--- config.mk ---
export PLATFORM = sky130hd
export DESIGN_NAME = frame_pacing_controller_core
export DESIGN_NICKNAME = d
export VERILOG_FILES = /design/src/rtl/core/fpc_pkg.sv /design/src/rtl/core/fpc_front.sv /design/src/rtl/core/fpc_queue.sv /design/src/rtl/core/fpc_back.sv /design/src/rtl/core/frame_pacing_controller_core.sv
export SDC_FILE = /design/constraint.sdc
export NUM_CORES = 1
export LEC_CHECK = 0
export BUFFER_PORTS_ARGS = -buffer_cell sky130_fd_sc_hd__buf_2
export CAP_MARGIN = 40
export CORE_AREA = 2 2 172 174
export DETAILED_ROUTE_END_ITERATION = 12
export DIE_AREA = 0 0 174 176
export GPL_ROUTABILITY_DRIVEN = 0
export PLACE_DENSITY = 0.79
export SETUP_SLACK_MARGIN = 0.05
export SYNTH_ARGS = -nofsm -noshare
export SYNTH_HDL_FRONTEND = slang
export SYNTH_HIERARCHICAL = 1
export SYNTH_SLANG_ARGS = --single-unit
--- constraint.sdc ---
create_clock -name clk -period 6.6 [get_ports clk]
set_clock_uncertainty 0.2 [all_clocks]
set_input_delay 0.99 -clock clk [delete_from_list [all_inputs] [get_ports clk]]
set_output_delay 0.99 -clock clk [all_outputs]
set_load 0.01 [all_outputs]
--- src/rtl/core/fpc_pkg.sv ---
// shared types and constants of the frame pacing controller
`default_nettype none

package fpc_pkg;

  // field widths
  localparam int TARGET_W = 10;
  localparam int FRAME_W  = 16;
  localparam int SLEEP_W  = 10;
  localparam int AVG_W    = 16;
  localparam int LAG_W    = 10;

  // window and queue sizing
  localparam int WINDOW_SIZE_DEF = 8;
  localparam int QUEUE_DEPTH_DEF = 2;

  // configuration port
  localparam int PADDR_W = 4;
  localparam int PDATA_W = 32;

  localparam logic [TARGET_W-1:0] TARGET_RST = TARGET_W'(16);

  // register indexes (byte address / 4)
  typedef enum logic [1:0] {
    REG_TARGET  = 2'd0,
    REG_LIMITER = 2'd1,
    REG_SKIPPER = 2'd2
  } fpc_reg_idx_t;

  // configuration bundle handed to front and back
  typedef struct packed {
    logic [TARGET_W-1:0] target;
    logic                limiter_en;
    logic                skipper_en;
  } fpc_cfg_t;

  // classified request: fast frame flag and distance to target
  typedef struct packed {
    logic               is_fast;
    logic [FRAME_W-1:0] diff;
  } fpc_cls_t;

endpackage

`default_nettype wire

--- src/rtl/core/fpc_front.sv ---
// front part: window of recent durations, running sum and frame classification
`default_nettype none

module fpc_front import fpc_pkg::*; #(
  parameter int WINDOW_SIZE = WINDOW_SIZE_DEF,
  localparam int SUM_W = FRAME_W + $clog2(WINDOW_SIZE)
) (
  input  logic               clk,
  input  logic               rst_n,
  input  fpc_cfg_t           cfg,
  input  logic               in_valid,
  output logic               in_ready,
  input  logic [FRAME_W-1:0] in_frame_ms,
  input  logic               q_full,
  output logic               q_push,
  output fpc_cls_t           q_cls,
  output logic [SUM_W-1:0]   q_sum
);

  logic [FRAME_W-1:0] hist_r [WINDOW_SIZE];
  logic [SUM_W-1:0]   sum_r;
  logic [SUM_W-1:0]   sum_nxt;
  logic [FRAME_W-1:0] target_ext;
  logic               accept;

  // request accepted whenever the queue has room
  assign in_ready = !q_full;
  assign accept   = in_valid && in_ready;
  assign q_push   = accept;

  // running sum: drop the oldest sample, add the new one
  assign sum_nxt = sum_r - SUM_W'(hist_r[WINDOW_SIZE-1]) + SUM_W'(in_frame_ms);
  assign q_sum   = sum_nxt;

  // classify against the target
  assign target_ext    = FRAME_W'(cfg.target);
  assign q_cls.is_fast = in_frame_ms < target_ext;
  assign q_cls.diff    = q_cls.is_fast ? (target_ext - in_frame_ms)
                                       : (in_frame_ms - target_ext);

  // shift line of recent durations, oldest at the far end
  always_ff @(posedge clk) begin
    if (!rst_n) begin
      for (int i = 0; i < WINDOW_SIZE; i++) begin
        hist_r[i] <= '0;
      end
      sum_r <= '0;
    end else if (accept) begin
      hist_r[0] <= in_frame_ms;
      for (int i = 1; i < WINDOW_SIZE; i++) begin
        hist_r[i] <= hist_r[i-1];
      end
      sum_r <= sum_nxt;
    end
  end

endmodule

`default_nettype wire

--- src/rtl/core/fpc_queue.sv ---
// short fifo between the front and back parts
`default_nettype none

module fpc_queue import fpc_pkg::*; #(
  parameter int WIDTH = 8,
  parameter int DEPTH = QUEUE_DEPTH_DEF
) (
  input  logic             clk,
  input  logic             rst_n,
  input  logic             push,
  input  logic [WIDTH-1:0] push_data,
  input  logic             pop,
  output logic [WIDTH-1:0] pop_data,
  output logic             full,
  output logic             empty
);

  localparam int PTR_W = (DEPTH > 1) ? $clog2(DEPTH) : 1;
  localparam int CNT_W = $clog2(DEPTH + 1);

  logic [WIDTH-1:0] data_r [DEPTH];
  logic [PTR_W-1:0] wr_ptr_r;
  logic [PTR_W-1:0] rd_ptr_r;
  logic [CNT_W-1:0] count_r;
  logic             do_push;
  logic             do_pop;

  assign full     = count_r == CNT_W'(DEPTH);
  assign empty    = count_r == '0;
  assign do_push  = push && !full;
  assign do_pop   = pop && !empty;
  assign pop_data = data_r[rd_ptr_r];

  // storage
  always_ff @(posedge clk) begin
    if (do_push) begin
      data_r[wr_ptr_r] <= push_data;
    end
  end

  // pointers and fill count
  always_ff @(posedge clk) begin
    if (!rst_n) begin
      wr_ptr_r <= '0;
      rd_ptr_r <= '0;
      count_r  <= '0;
    end else begin
      if (do_push) begin
        wr_ptr_r <= (wr_ptr_r == PTR_W'(DEPTH - 1)) ? '0 : wr_ptr_r + 1'b1;
      end
      if (do_pop) begin
        rd_ptr_r <= (rd_ptr_r == PTR_W'(DEPTH - 1)) ? '0 : rd_ptr_r + 1'b1;
      end
      if (do_push && !do_pop) begin
        count_r <= count_r + 1'b1;
      end else if (do_pop && !do_push) begin
        count_r <= count_r - 1'b1;
      end
    end
  end

endmodule

`default_nettype wire

--- src/rtl/core/fpc_back.sv ---
// back part: frame limiter, frame-skip policy, window average and result register
`default_nettype none

module fpc_back import fpc_pkg::*; #(
  parameter int WINDOW_SIZE = WINDOW_SIZE_DEF,
  localparam int SUM_W = FRAME_W + $clog2(WINDOW_SIZE)
) (
  input  logic               clk,
  input  logic               rst_n,
  input  fpc_cfg_t           cfg,
  input  logic               q_empty,
  output logic               q_pop,
  input  fpc_cls_t           q_cls,
  input  logic [SUM_W-1:0]   q_sum,
  output logic               out_valid,
  input  logic               out_ready,
  output logic [SLEEP_W-1:0] out_sleep_ms,
  output logic               out_skip_half,
  output logic               out_show_frame,
  output logic [AVG_W-1:0]   out_average_ms,
  output logic [LAG_W-1:0]   out_lag_budget
);

  // reciprocal of the window size, exact for every sum below 2**SUM_W
  localparam int LOG_W   = $clog2(WINDOW_SIZE);
  localparam int SHIFT   = SUM_W + LOG_W;
  localparam int RECIP_W = SUM_W + 1;
  localparam int PROD_W  = SUM_W + RECIP_W;
  localparam int GROW_W  = FRAME_W + 1;
  localparam logic [63:0] RECIP_FULL =
    ((64'd1 << SHIFT) + 64'(WINDOW_SIZE) - 64'd1) / 64'(WINDOW_SIZE);
  localparam logic [RECIP_W-1:0] RECIP = RECIP_FULL[RECIP_W-1:0];

  logic               out_valid_r;
  logic [SLEEP_W-1:0] sleep_r;
  logic               skip_r;
  logic               show_r;
  logic [AVG_W-1:0]   avg_r;
  logic [LAG_W-1:0]   lag_r;
  logic [1:0]         phase_r;

  logic [LAG_W-1:0]   d_fast;
  logic               lag_covers;
  logic [GROW_W-1:0]  grown;
  logic               grown_sat;
  logic [LAG_W-1:0]   lag_nxt;
  logic [SLEEP_W-1:0] sleep_nxt;
  logic [LAG_W-1:0]   half_target;
  logic               skip_nxt;
  logic               show_nxt;
  logic [1:0]         phase_nxt;
  logic [1:0]         phase_inc;
  logic [PROD_W-1:0]  prod;

  // take the next request when the result register is free or draining
  assign q_pop = !q_empty && (!out_valid_r || out_ready);

  // frame limiter
  assign d_fast     = q_cls.diff[LAG_W-1:0];
  assign lag_covers = lag_r >= d_fast;
  assign grown      = GROW_W'(lag_r) + GROW_W'(q_cls.diff);
  assign grown_sat  = grown >= GROW_W'(cfg.target);

  always_comb begin
    lag_nxt   = lag_r;
    sleep_nxt = '0;
    if (cfg.limiter_en) begin
      if (q_cls.is_fast) begin
        if (lag_covers) begin
          lag_nxt = lag_r - d_fast;
        end else begin
          sleep_nxt = d_fast - lag_r;
          lag_nxt   = '0;
        end
      end else begin
        lag_nxt = grown_sat ? cfg.target : grown[LAG_W-1:0];
      end
    end
  end

  // frame-skip policy on the updated budget
  assign half_target = cfg.target >> 1;
  assign phase_inc   = phase_r + 2'd1;

  always_comb begin
    skip_nxt  = skip_r;
    show_nxt  = show_r;
    phase_nxt = phase_r;
    if (cfg.skipper_en) begin
      if (lag_nxt == '0) begin
        skip_nxt = 1'b0;
      end else if (lag_nxt >= half_target) begin
        skip_nxt = 1'b1;
        if (lag_nxt >= cfg.target) begin
          phase_nxt = phase_inc;
          show_nxt  = phase_inc == 2'd0;
        end
      end
    end
  end

  // window average by reciprocal multiply
  assign prod = PROD_W'(q_sum) * PROD_W'(RECIP);

  // pacing state and result valid
  always_ff @(posedge clk) begin
    if (!rst_n) begin
      out_valid_r <= 1'b0;
      lag_r       <= '0;
      phase_r     <= '0;
      skip_r      <= 1'b0;
      show_r      <= 1'b0;
    end else begin
      if (q_pop) begin
        out_valid_r <= 1'b1;
        lag_r       <= lag_nxt;
        phase_r     <= phase_nxt;
        skip_r      <= skip_nxt;
        show_r      <= show_nxt;
      end else if (out_ready) begin
        out_valid_r <= 1'b0;
      end
    end
  end

  // result payload
  always_ff @(posedge clk) begin
    if (q_pop) begin
      sleep_r <= sleep_nxt;
      avg_r   <= prod[SHIFT+AVG_W-1:SHIFT];
    end
  end

  assign out_valid      = out_valid_r;
  assign out_sleep_ms   = sleep_r;
  assign out_skip_half  = skip_r;
  assign out_show_frame = show_r;
  assign out_average_ms = avg_r;
  assign out_lag_budget = lag_r;

endmodule

`default_nettype wire

--- src/rtl/core/frame_pacing_controller_core.sv ---
// top level of the frame pacing controller: register port, front, queue and back
//
//   channel   handshake                 payload
//   in        in_valid / in_ready       in_frame_ms
//   out       out_valid / out_ready     out_sleep_ms, out_skip_half, out_show_frame,
//                                       out_average_ms, out_lag_budget
//   config    psel/penable/pwrite/pready paddr, pwdata, prdata
//
// one request per cycle sustained while results are taken; a result passes through the queue
// register, then the result register, and the rate is set by the update of the budget
// and skip state in the back part
// reset is synchronous and active low; the window clears at once, no clearing pass
// when results are not taken the two-entry queue fills and in_ready drops
`default_nettype none

module frame_pacing_controller_core import fpc_pkg::*; #(
  parameter int WINDOW_SIZE = WINDOW_SIZE_DEF
) (
  input  logic               clk,
  input  logic               rst_n,
  // input channel
  input  logic               in_valid,
  output logic               in_ready,
  input  logic [FRAME_W-1:0] in_frame_ms,
  // result channel
  output logic               out_valid,
  input  logic               out_ready,
  output logic [SLEEP_W-1:0] out_sleep_ms,
  output logic               out_skip_half,
  output logic               out_show_frame,
  output logic [AVG_W-1:0]   out_average_ms,
  output logic [LAG_W-1:0]   out_lag_budget,
  // configuration port
  input  logic               psel,
  input  logic               penable,
  input  logic               pwrite,
  input  logic [PADDR_W-1:0] paddr,
  input  logic [PDATA_W-1:0] pwdata,
  output logic [PDATA_W-1:0] prdata,
  output logic               pready
);

  localparam int SUM_W = FRAME_W + $clog2(WINDOW_SIZE);
  localparam int QW    = $bits(fpc_cls_t) + SUM_W;

  logic [TARGET_W-1:0] target_r;
  logic                limiter_en_r;
  logic                skipper_en_r;
  fpc_cfg_t            cfg;
  fpc_reg_idx_t        reg_idx;
  logic                wr_en;

  logic                q_push;
  logic                q_pop;
  logic                q_full;
  logic                q_empty;
  fpc_cls_t            front_cls;
  logic [SUM_W-1:0]    front_sum;
  fpc_cls_t            back_cls;
  logic [SUM_W-1:0]    back_sum;
  logic [QW-1:0]       q_wdata;
  logic [QW-1:0]       q_rdata;

  // register port
  assign pready  = 1'b1;
  assign reg_idx = fpc_reg_idx_t'(paddr[3:2]);
  assign wr_en   = psel && penable && pwrite;

  always_ff @(posedge clk) begin
    if (!rst_n) begin
      target_r     <= TARGET_RST;
      limiter_en_r <= 1'b1;
      skipper_en_r <= 1'b1;
    end else if (wr_en) begin
      unique case (reg_idx)
        REG_TARGET:  target_r     <= pwdata[TARGET_W-1:0];
        REG_LIMITER: limiter_en_r <= pwdata[0];
        REG_SKIPPER: skipper_en_r <= pwdata[0];
        default: ;
      endcase
    end
  end

  // register read mux
  always_comb begin
    unique case (reg_idx)
      REG_TARGET:  prdata = PDATA_W'(target_r);
      REG_LIMITER: prdata = PDATA_W'(limiter_en_r);
      REG_SKIPPER: prdata = PDATA_W'(skipper_en_r);
      default:     prdata = '0;
    endcase
  end

  assign cfg.target     = target_r;
  assign cfg.limiter_en = limiter_en_r;
  assign cfg.skipper_en = skipper_en_r;

  fpc_front #(
    .WINDOW_SIZE(WINDOW_SIZE)
  ) u_front (
    .clk        (clk),
    .rst_n      (rst_n),
    .cfg        (cfg),
    .in_valid   (in_valid),
    .in_ready   (in_ready),
    .in_frame_ms(in_frame_ms),
    .q_full     (q_full),
    .q_push     (q_push),
    .q_cls      (front_cls),
    .q_sum      (front_sum)
  );

  assign q_wdata = {front_cls, front_sum};
  assign {back_cls, back_sum} = q_rdata;

  fpc_queue #(
    .WIDTH(QW),
    .DEPTH(QUEUE_DEPTH_DEF)
  ) u_queue (
    .clk      (clk),
    .rst_n    (rst_n),
    .push     (q_push),
    .push_data(q_wdata),
    .pop      (q_pop),
    .pop_data (q_rdata),
    .full     (q_full),
    .empty    (q_empty)
  );

  fpc_back #(
    .WINDOW_SIZE(WINDOW_SIZE)
  ) u_back (
    .clk           (clk),
    .rst_n         (rst_n),
    .cfg           (cfg),
    .q_empty       (q_empty),
    .q_pop         (q_pop),
    .q_cls         (back_cls),
    .q_sum         (back_sum),
    .out_valid     (out_valid),
    .out_ready     (out_ready),
    .out_sleep_ms  (out_sleep_ms),
    .out_skip_half (out_skip_half),
    .out_show_frame(out_show_frame),
    .out_average_ms(out_average_ms),
    .out_lag_budget(out_lag_budget)
  );

endmodule

`default_nettype wire

==> flow_metrics.py, run 1 <==
metrics = {
    "drt": {
        "antenna_left": 0,
        "drt_iter0_markers": 1050,
        "avgRoutedWirePerCell_um": 18.1,
        "vias": 10651,
        "routed_wl_mm": 33.9,
        "drc_errors": 0,
        "drt_pre_antenna_iters": 5,
        "via_per_inst": 5.68,
    },
    "critical_path": {
        "reg2reg_setup_slack_ns": 0.04,
        "required_ns": 6.86,
        "path_class": "flop to flop",
        "slowest_stage": "dfxtp_4",
        "arrival_ns": 6.82,
        "end_kind": "flop",
        "critPathMaxFanout": 7,
        "cp_slowest_stage_delay_ns": 0.38,
        "crit_path_start_kind": "flop",
        "crit_top_cell": "a21oi_2",
    },
    "layout": {
        "final_core_util_pct": 60.8,
        "fillers": 2285,
        "nets": 1646,
        "syn2layout_area_growth_pct": 12.6,
        "drive_above_1_share_pct": 18.3,
        "fin_cells": 1875,
    },
    "pwr": {
        "sequentialPowerShare_pct": 32.5,
        "p_switching_w": 0.00321,
        "switching_share_pct": 39.2,
        "irDropWorstVdd_uv": 241,
        "p_leak_nw": 7.48,
        "design_power_total_w": 0.00820,
        "clkPwrFrac_pct": 19.9,
        "p_int_w": 0.00499,
        "pwr-share-comb_pct": 47.6,
        "p_per_area_nw_per_um2": 473,
    },
    "timing": {
        "relSlewSlack_pct": 44.4,
        "worst_pin_slew_ns": 0.832,
        "rsz0062_at_grt": "yes",
        "setup_viol": 0,
        "max_clock_freq_mhz": 152,
        "min_period_ns": 6.56,
        "period_share_pct": 99.4,
        "setup_slack_ns": 0.0383,
        "slew_viol_final": 0,
        "setup_tns_ns": 0,
        "finalHoldViolCount": 0,
    },
    "clock_network": {
        "cts_buffer_depth": 3,
        "postCtsHoldBufs": 0,
        "clkSinkCount": 271,
        "path_clk_slew_ns": 0.07,
        "clock_latency_ns": 0.57,
        "cts_root_buf": "clkbuf_16",
        "tritoncts": "built",
        "cts_made_buffers": 29,
        "htree_num_levels": 1,
    },
    "global_routing": {
        "grt_pass1_wl_mm": 53.5,
        "track_usage_pct": 21.8,
        "grt-ovfl-total": 0,
        "grt_max_degree": 102,
        "first_global_vias": 10170,
        "antenna_found_initial": 1,
    },
    "run": {
        "cap_violations": 0,
    },
    "placed_design": {
        "hpwl_mm": 24.2,
        "post-place-ws_ns": -0.111,
        "port_buffers": 84,
        "place_inst": 1816,
    },
    "floorplanning": {
        "start_util_pct": 53.9,
        "dieArea_um2": 30600,
        "pin_count": 132,
        "core_um2": 28500,
        "num_rows": 62,
        "dieHeight_um": 176,
        "die_width_um": 174,
    },
    "synth": {
        "syn_inst": 1378,
        "synth_area_um2": 15400,
        "syn_avg_cell_area_um2": 11.2,
        "yosysWarnings": 6,
    },
    "min_path": {
        "min_path_type": "flop to flop",
    },
    "status": {
        "status": "completed",
    },
}
## critical path, delay by kind of cell (launching register included)
family / cells / cell delay (ns)
AO/OA/AOI/OAI: 16 / 2.95
adder cells (fa/ha/maj): 4 / 1.16
AND/OR/NAND/NOR: 6 / 0.99
multiplexers: 2 / 0.55
flip-flops: 1 / 0.38
XOR/XNOR: 1 / 0.19
buffers and inverters: 1 / 0.04
## power by group through the flow
| stage | Sequential [W] | Clock, W | Combinational, W |
|---|---|---|---|
| floorplan | 0.00273 | 0 | 0.00267 |
| global placement | 0.00268 | 0 | 0.00356 |
| finish | 0.00267 | 0.00163 | 0.00391 |
| detailed placement | 0.00270 | 0 | 0.00369 |
| CTS | 0.00267 | 0.00166 | 0.00373 |
| global route | 0.00271 | 0.00173 | 0.00428 |
## registers in the layout (all words and copies together), names as in the netlist, 2 cells and up, named ones only
register               count
u_back/out_lag_budget     10
target_r                  10
u_front/hist_r           128
u_back/out_average_ms     16
u_back/phase_r             2
u_back/out_sleep_ms       10
u_queue/data_r            66
u_queue/count_r            2
u_front/sum_r             19
## path summary, 6_finish.rpt
| check | startpoint | endpoint | cells past startpoint |
|---|---|---|---|
| worst max-delay path | flop | u_back/phase_r[1] | 30 |
| worst min-delay path | u_front/sum_r[3] | u_front/sum_r[3] | 2 |
| worst min register to register | u_front/sum_r[3] | u_front/sum_r[3] | 2 |
| worst max register to register | flop | u_back/phase_r[1] | 30 |
## cell type report
class / instances / area [um2] / area share (%)
multi-input combinational: 907 / 7000 / 40.4
clock inverter: 17 / 160 / 0.923
inverter: 138 / 520 / 3.00
timing repair buffer: 120 / 724 / 4.18
antenna: 1 / 2.50 / 0.0144
sequential: 271 / 7630 / 44.0
clock buffer: 37 / 826 / 4.76
tap: 384 / 480 / 2.77
## layout by cell type, fill, tap and decap left out, types with 11 or more instances in the layout
cell / count
o21ai_0: 30
and3_1: 85
ha_1: 95
xnor2_1: 43
edfxtp_1: 220
mux2_2: 33
nand3_1: 17
nand2b_1: 17
a21o_1: 31
buf_4: 33
nor2_1: 87
xor2_1: 15
fa_1: 20
o21ai_1: 13
nand2_1: 71
a211oi_1: 11
mux2i_1: 21
and2_1: 47
dfxtp_1: 50
conb_1: 23
a21oi_1: 49
inv_1: 130
clkbuf_16: 29
buf_2: 83
nor2b_1: 14
## per-layer routing
metal	global-route usage [%]	share of wire, %
met5	0	0
met4	6.90	2.8
met3	3.75	7.4
met2	34.4	45
met1	31.1	45
## through the flow
step                hold slack (ns)  area, um2
detailed placement            0.263      16200
global route                  0.305      17300
global placement              0.253      16200
CTS                           0.272      17200
finish                        0.274      17300
floorplan                     0.244      15500
## what timing repair did
| action | in CTS | in global routing |
|---|---|---|
| setup endpoints to repair | 3 | 4 |
| gates resized for setup | 2 | 29 |
| setup buffers | 0 | 4 |
| pin swaps | 0 | 26 |
Power figures use the tool's default switching activity.
==> inputs of run 2 (changes only) <==
--- a/config.mk
+++ b/config.mk
@@ -9,7 +9,8 @@
 export CAP_MARGIN = 40
-export CORE_AREA = 2 2 172 174
+export CORE_AREA = 2 2 170 172
+export CTS_BUF_LIST = sky130_fd_sc_hd__clkbuf_8
 export DETAILED_ROUTE_END_ITERATION = 12
-export DIE_AREA = 0 0 174 176
+export DIE_AREA = 0 0 172 174
 export GPL_ROUTABILITY_DRIVEN = 0
-export PLACE_DENSITY = 0.79
+export PLACE_DENSITY = 0.81
 export SETUP_SLACK_MARGIN = 0.05
==> constraint.sdc (replaced) <==
create_clock -name clk -period 6.6 [get_ports clk]
set_clock_uncertainty 0.2 [all_clocks]
set_input_delay 0.66 -clock clk [delete_from_list [all_inputs] [get_ports clk]]
set_output_delay 0.66 -clock clk [all_outputs]
set_load 0.01 [all_outputs]
==> run 2 against run 1 <==
Effect of this change:
- first-iteration DRC count decreased by 21%
- register-to-register slack worse by 0.03 ns
- routed wire length rose by 1.5%
- setup slack worse by 0.027 ns
- critical endpoint unchanged
==> flow_metrics.py, run 2 (same netlist as run 1, synthesis figures left out) <==
metrics = {
    "critical_path": {
        "critPathMaxFanout": 6,
        "required_ns": 6.87,
        "crit_path_start_kind": "flop",
        "path_class": "flop to flop",
        "crit_top_cell": "a21oi_2",
        "cp_slowest_stage_delay_ns": 0.40,
        "end_kind": "flop",
        "slowest_stage": "fa_2",
        "arrival_ns": 6.86,
    },
    "drt": {
        "drt_iter0_markers": 834,
        "avgRoutedWirePerCell_um": 18.1,
        "drt_pre_antenna_iters": 6,
        "antenna_left": 0,
        "drc_errors": 0,
        "via_per_inst": 5.61,
        "vias": 10677,
        "routed_wl_mm": 34.4,
    },
    "placed_design": {
        "place_area_um2": 16200,
        "hpwl_mm": 24.2,
        "place_inst": 1812,
        "port_buffers": 84,
    },
    "min_path": {
        "hold_start": "pwdata[2]",
        "min_path_type": "input pin to flop",
    },
    "floorplanning": {
        "die_width_um": 172,
        "start_util_pct": 54.5,
        "pin_count": 132,
        "core_um2": 28200,
        "dieArea_um2": 29900,
        "dieHeight_um": 174,
        "num_rows": 62,
    },
    "pwr": {
        "irDropWorstVdd_uv": 210,
        "p_per_area_nw_per_um2": 463,
        "p_leak_nw": 7.48,
    },
    "global_routing": {
        "grt_pass1_wl_mm": 53.6,
        "grt-ovfl-total": 0,
        "grt_max_degree": 98,
        "first_global_vias": 10349,
        "track_usage_pct": 22.8,
        "antenna_found_initial": 1,
    },
    "timing": {
        "finalHoldViolCount": 0,
        "min_period_ns": 6.59,
        "relSlewSlack_pct": 44.7,
        "max_clock_freq_mhz": 152,
        "rsz0062_at_grt": "yes",
        "slew_viol_final": 0,
        "setup_viol": 0,
        "period_share_pct": 99.8,
        "worst_pin_slew_ns": 0.829,
    },
    "clock_network": {
        "tritoncts": "built",
        "cts_root_buf": "clkbuf_8",
        "cts_buffer_depth": 3,
        "cts_made_buffers": 43,
        "postCtsHoldBufs": 0,
        "clkSinkCount": 271,
        "htree_num_levels": 2,
        "path_clk_slew_ns": 0.07,
        "clock_latency_ns": 0.58,
    },
    "layout": {
        "drive_above_1_share_pct": 18.2,
        "final_core_util_pct": 60.9,
        "fillers": 2225,
        "reg_top3": "u_front/hist_r x128, u_queue/data_r x66, u_front/sum_r x19",
        "syn2layout_area_growth_pct": 11.7,
        "largest_register_ffs": 128,
        "layout_common_cells": "edfxtp_1 (220), inv_1 (141), ha_1 (96)",
        "post-route-cell-area_um2": 17200,
        "regMostFlops": "u_front/hist_r",
        "final_common_cell": "edfxtp_1",
        "nets": 1662,
        "fin_cells": 1903,
    },
    "status": {
        "status": "completed",
    },
    "run": {
        "cap_violations": 0,
    },
}
[run 2: final timing paths]
path,end,slack [ns],depth (start not counted)
hold reg to reg,u_front/sum_r[10],0.28,2
setup reg to reg,u_back/phase_r[1],0.01,30
setup / recovery,u_back/phase_r[1],0.01,30
hold / removal,target_r[2],0.12,3
[run 2: timing repair]
item | 4_1_cts | 5_1_grt
gates resized for setup | 3 | 25
setup endpoints to repair | 3 | 4
pin swaps | 0 | 24
setup buffers | 0 | 11
gates cloned | 0 | 0
[run 2: layout make-up]
class	count	area, um2	area share [%]
Clock buffer	46	633	3.68
Timing Repair Buffer	122	752	4.37
Tap cell	384	480	2.79
Clock inverter	34	215	1.25
Sequential cell	271	7630	44.3
Antenna cell	1	2.50	0.0145
Multi-Input combinational cell	907	6970	40.5
Inverter	138	520	3.02
[run 2: per-layer routing]
layer  part of all wire (%)  GRT usage, %
met1                     43          32.3
met2                     45          34.7
met3                    7.8          4.01
met4                    3.7          9.42
met5                      0             0
[run 2: per-stage QoR]
step	setup slack, ns	power, W	hold WS (ns)	setup TNS, ns
2_1_floorplan	0.151	0.00540	0.244	0
3_3_place_gp	0.130	0.00619	0.253	0
3_5_place_dp	-0.00401	0.00635	0.269	-0.00401
4_1_cts	0.0724	0.00780	0.108	0
5_1_grt	-0.270	0.00848	0.117	-0.800
6_report	0.0112	0.00797	0.119	0
[run 2: worst max-delay path: cells and delay by family (launching register included)]
family,cells,cell delay [ns]
compound gates,16,3.02
fa+ha+maj,4,1.21
simple gates,6,0.99
mux,2,0.55
flops,1,0.37
xor+xnor,1,0.13
buf+inv,1,0.04
[run 2: where the power goes]
part / internal [W] / leakage [nW] / switching (W)
registers: 0.00251 / 2.69 / 0.000158
logic: 0.00154 / 4.32 / 0.00235
clock network: 0.000735 / 0.483 / 0.000681
total: 0.00478 / 7.48 / 0.00319
==> inputs of run 3 (changes only) <==
- CORE_AREA: 2 2 170 172 -> 2 2 165 167
- CTS_CLUSTER_SIZE: not set -> 10
- DIE_AREA: 0 0 172 174 -> 0 0 167 169
- PLACE_DENSITY: 0.81 -> 0.82
- clock period: 6.6 -> 7.6 ns (I/O delays scaled with it)
==> run 3 against run 2 <==
Effect of this change:
- combinational power shrank 17%
- fmax shrank 6.9%
- design area shrank 1.6%
- routed wire length shrank 3.8%
- setup slack gained 0.51 ns
- register-to-register slack gained 0.51 ns
- flip-flop and latch count is the same
- critical path depth shrank 2
==> flow_metrics.py, run 3 (same netlist as run 1, synthesis figures left out) <==
metrics = {
    "status": {
        "status": "completed",
    },
    "drt": {
        "via_per_inst": 5.81,
        "drt_pre_antenna_iters": 6,
        "routed_wl_mm": 33.1,
        "avgRoutedWirePerCell_um": 18.0,
        "drc_errors": 0,
        "drt_iter0_markers": 889,
        "vias": 10671,
        "antenna_left": 0,
    },
    "clock_network": {
        "cts_buffer_depth": 3,
        "htree_num_levels": 2,
        "clock_latency_ns": 0.58,
        "cts_made_buffers": 44,
        "cts_root_buf": "clkbuf_8",
        "tritoncts": "built",
        "cts_resized": 0,
        "clkSinkCount": 271,
        "postCtsHoldBufs": 0,
        "postCtsSetupRepairBufs": 0,
        "path_clk_slew_ns": 0.06,
    },
    "global_routing": {
        "antenna_found_initial": 2,
        "track_usage_pct": 22.7,
        "grt-ovfl-total": 0,
        "grt_max_degree": 101,
        "grt_pass1_wl_mm": 51.3,
        "first_global_vias": 10106,
    },
    "critical_path": {
        "cp_num_buf_inv": 3,
        "cp_slowest_stage_delay_ns": 0.54,
        "slowest_stage": "ha_1",
        "required_ns": 7.84,
        "arrival_ns": 7.32,
        "crit_path_start_kind": "flop",
        "critPathMaxFanout": 27,
        "end_kind": "flop",
        "path_class": "flop to flop",
        "cp_top_family": "compound AO/OA/AOI/OAI gates",
    },
    "timing": {
        "period_share_pct": 93.1,
        "relSlewSlack_pct": 44.4,
        "max_clock_freq_mhz": 141,
        "worst_pin_slew_ns": 0.834,
        "finalHoldViolCount": 0,
        "slew_viol_final": 0,
        "min_period_ns": 7.08,
        "setup_viol": 0,
        "setup_tns_ns": 0,
        "rsz0062_at_grt": "no",
    },
    "pwr": {
        "p_leak_nw": 7.37,
        "p_per_area_nw_per_um2": 403,
        "irDropWorstVdd_uv": 198,
    },
    "floorplanning": {
        "pin_count": 132,
        "die_width_um": 167,
        "num_rows": 60,
        "start_util_pct": 58.1,
        "dieArea_um2": 28200,
        "core_um2": 26500,
        "dieHeight_um": 169,
    },
    "min_path": {
        "min_path_type": "input pin to flop",
    },
    "layout": {
        "final_core_util_pct": 63.9,
        "drive_above_1_share_pct": 15.9,
        "largest_register_ffs": 128,
        "reg_top3": "u_front/hist_r x128, u_queue/data_r x66, u_front/sum_r x19",
        "final_common_cell": "edfxtp_1",
        "syn2layout_area_growth_pct": 9.92,
        "layout_common_cells": "edfxtp_1 (220), inv_1 (147), ha_1 (98)",
        "regMostFlops": "u_front/hist_r",
        "fillers": 2017,
        "nets": 1639,
    },
    "run": {
        "cap_violations": 0,
    },
    "placed_design": {
        "port_buffers": 84,
        "hpwl_mm": 23.2,
    },
}
-- run 3: cell types whose count changed in the layout (fill, tap and decap cells not counted), moves of 3 or more --
cell and delta:
a21oi_1 +4, buf_4 -21, clkbuf_8 +3, inv_1 +6, clkinv_2 -3, clkinv_1 -5, a21oi_2 -4
-- run 3: cell type report --
cell class / count / area (um2) / area share [%]
Sequential cell: 271 / 7630 / 45.1
Antenna cell: 1 / 2.50 / 0.0148
Tap cell: 341 / 427 / 2.52
Inverter: 138 / 520 / 3.07
Clock buffer: 49 / 674 / 3.98
Clock inverter: 32 / 244 / 1.44
Timing Repair Buffer: 98 / 536 / 3.16
Multi-Input combinational cell: 907 / 6900 / 40.7
-- run 3: worst min-delay path, delay by kind of cell --
family                 cells  cell delay [ns]
and+or+nand+nor            1             0.04
muxes                      1             0.05
buffers and inverters      1             0.09
-- run 3: worst paths after layout --
kind	slack, ns	depth (start not counted)	endpoint	startpoint
hold reg to reg	0.27	2	u_front/sum_r[14]	u_front/sum_r[14]
setup reg to reg	0.52	28	u_back/phase_r[1]	flop
setup / recovery	0.52	28	u_back/phase_r[1]	flop
hold / removal	0.25	3	target_r[8]	pwdata[8]
-- run 3: metal layers --
layer	vias to the layer above	track usage [%]	wire length (um)
li1	5039	-	-
met1	5142	31.5	14700
met2	403	36.0	15200
met3	85	3.83	2140
met4	2	9.03	1100
met5	-	0	11
-- run 3: power by group --
group	switching (W)	leakage [nW]	total, W	internal (W)
clock	0.000584	0.528	0.00129	0.000706
combinational	0.00199	4.16	0.00321	0.00122
sequential	0.000143	2.68	0.00232	0.00218
total	0.00271	7.37	0.00682	0.00410
-- run 3: per-stage QoR --
stage	hold WS [ns]	cells	cell area (um2)	worst slack [ns]	total power (W)
5_1_grt	0.240	1837	16900	0.0868	0.00724
2_1_floorplan	0.244	1399	15500	1.03	0.00469
6_report	0.252	1837	16900	0.522	0.00682
4_1_cts	0.233	1836	16900	0.289	0.00678
3_3_place_gp	0.253	1753	16000	0.576	0.00532
3_5_place_dp	0.264	1755	16000	0.356	0.00545
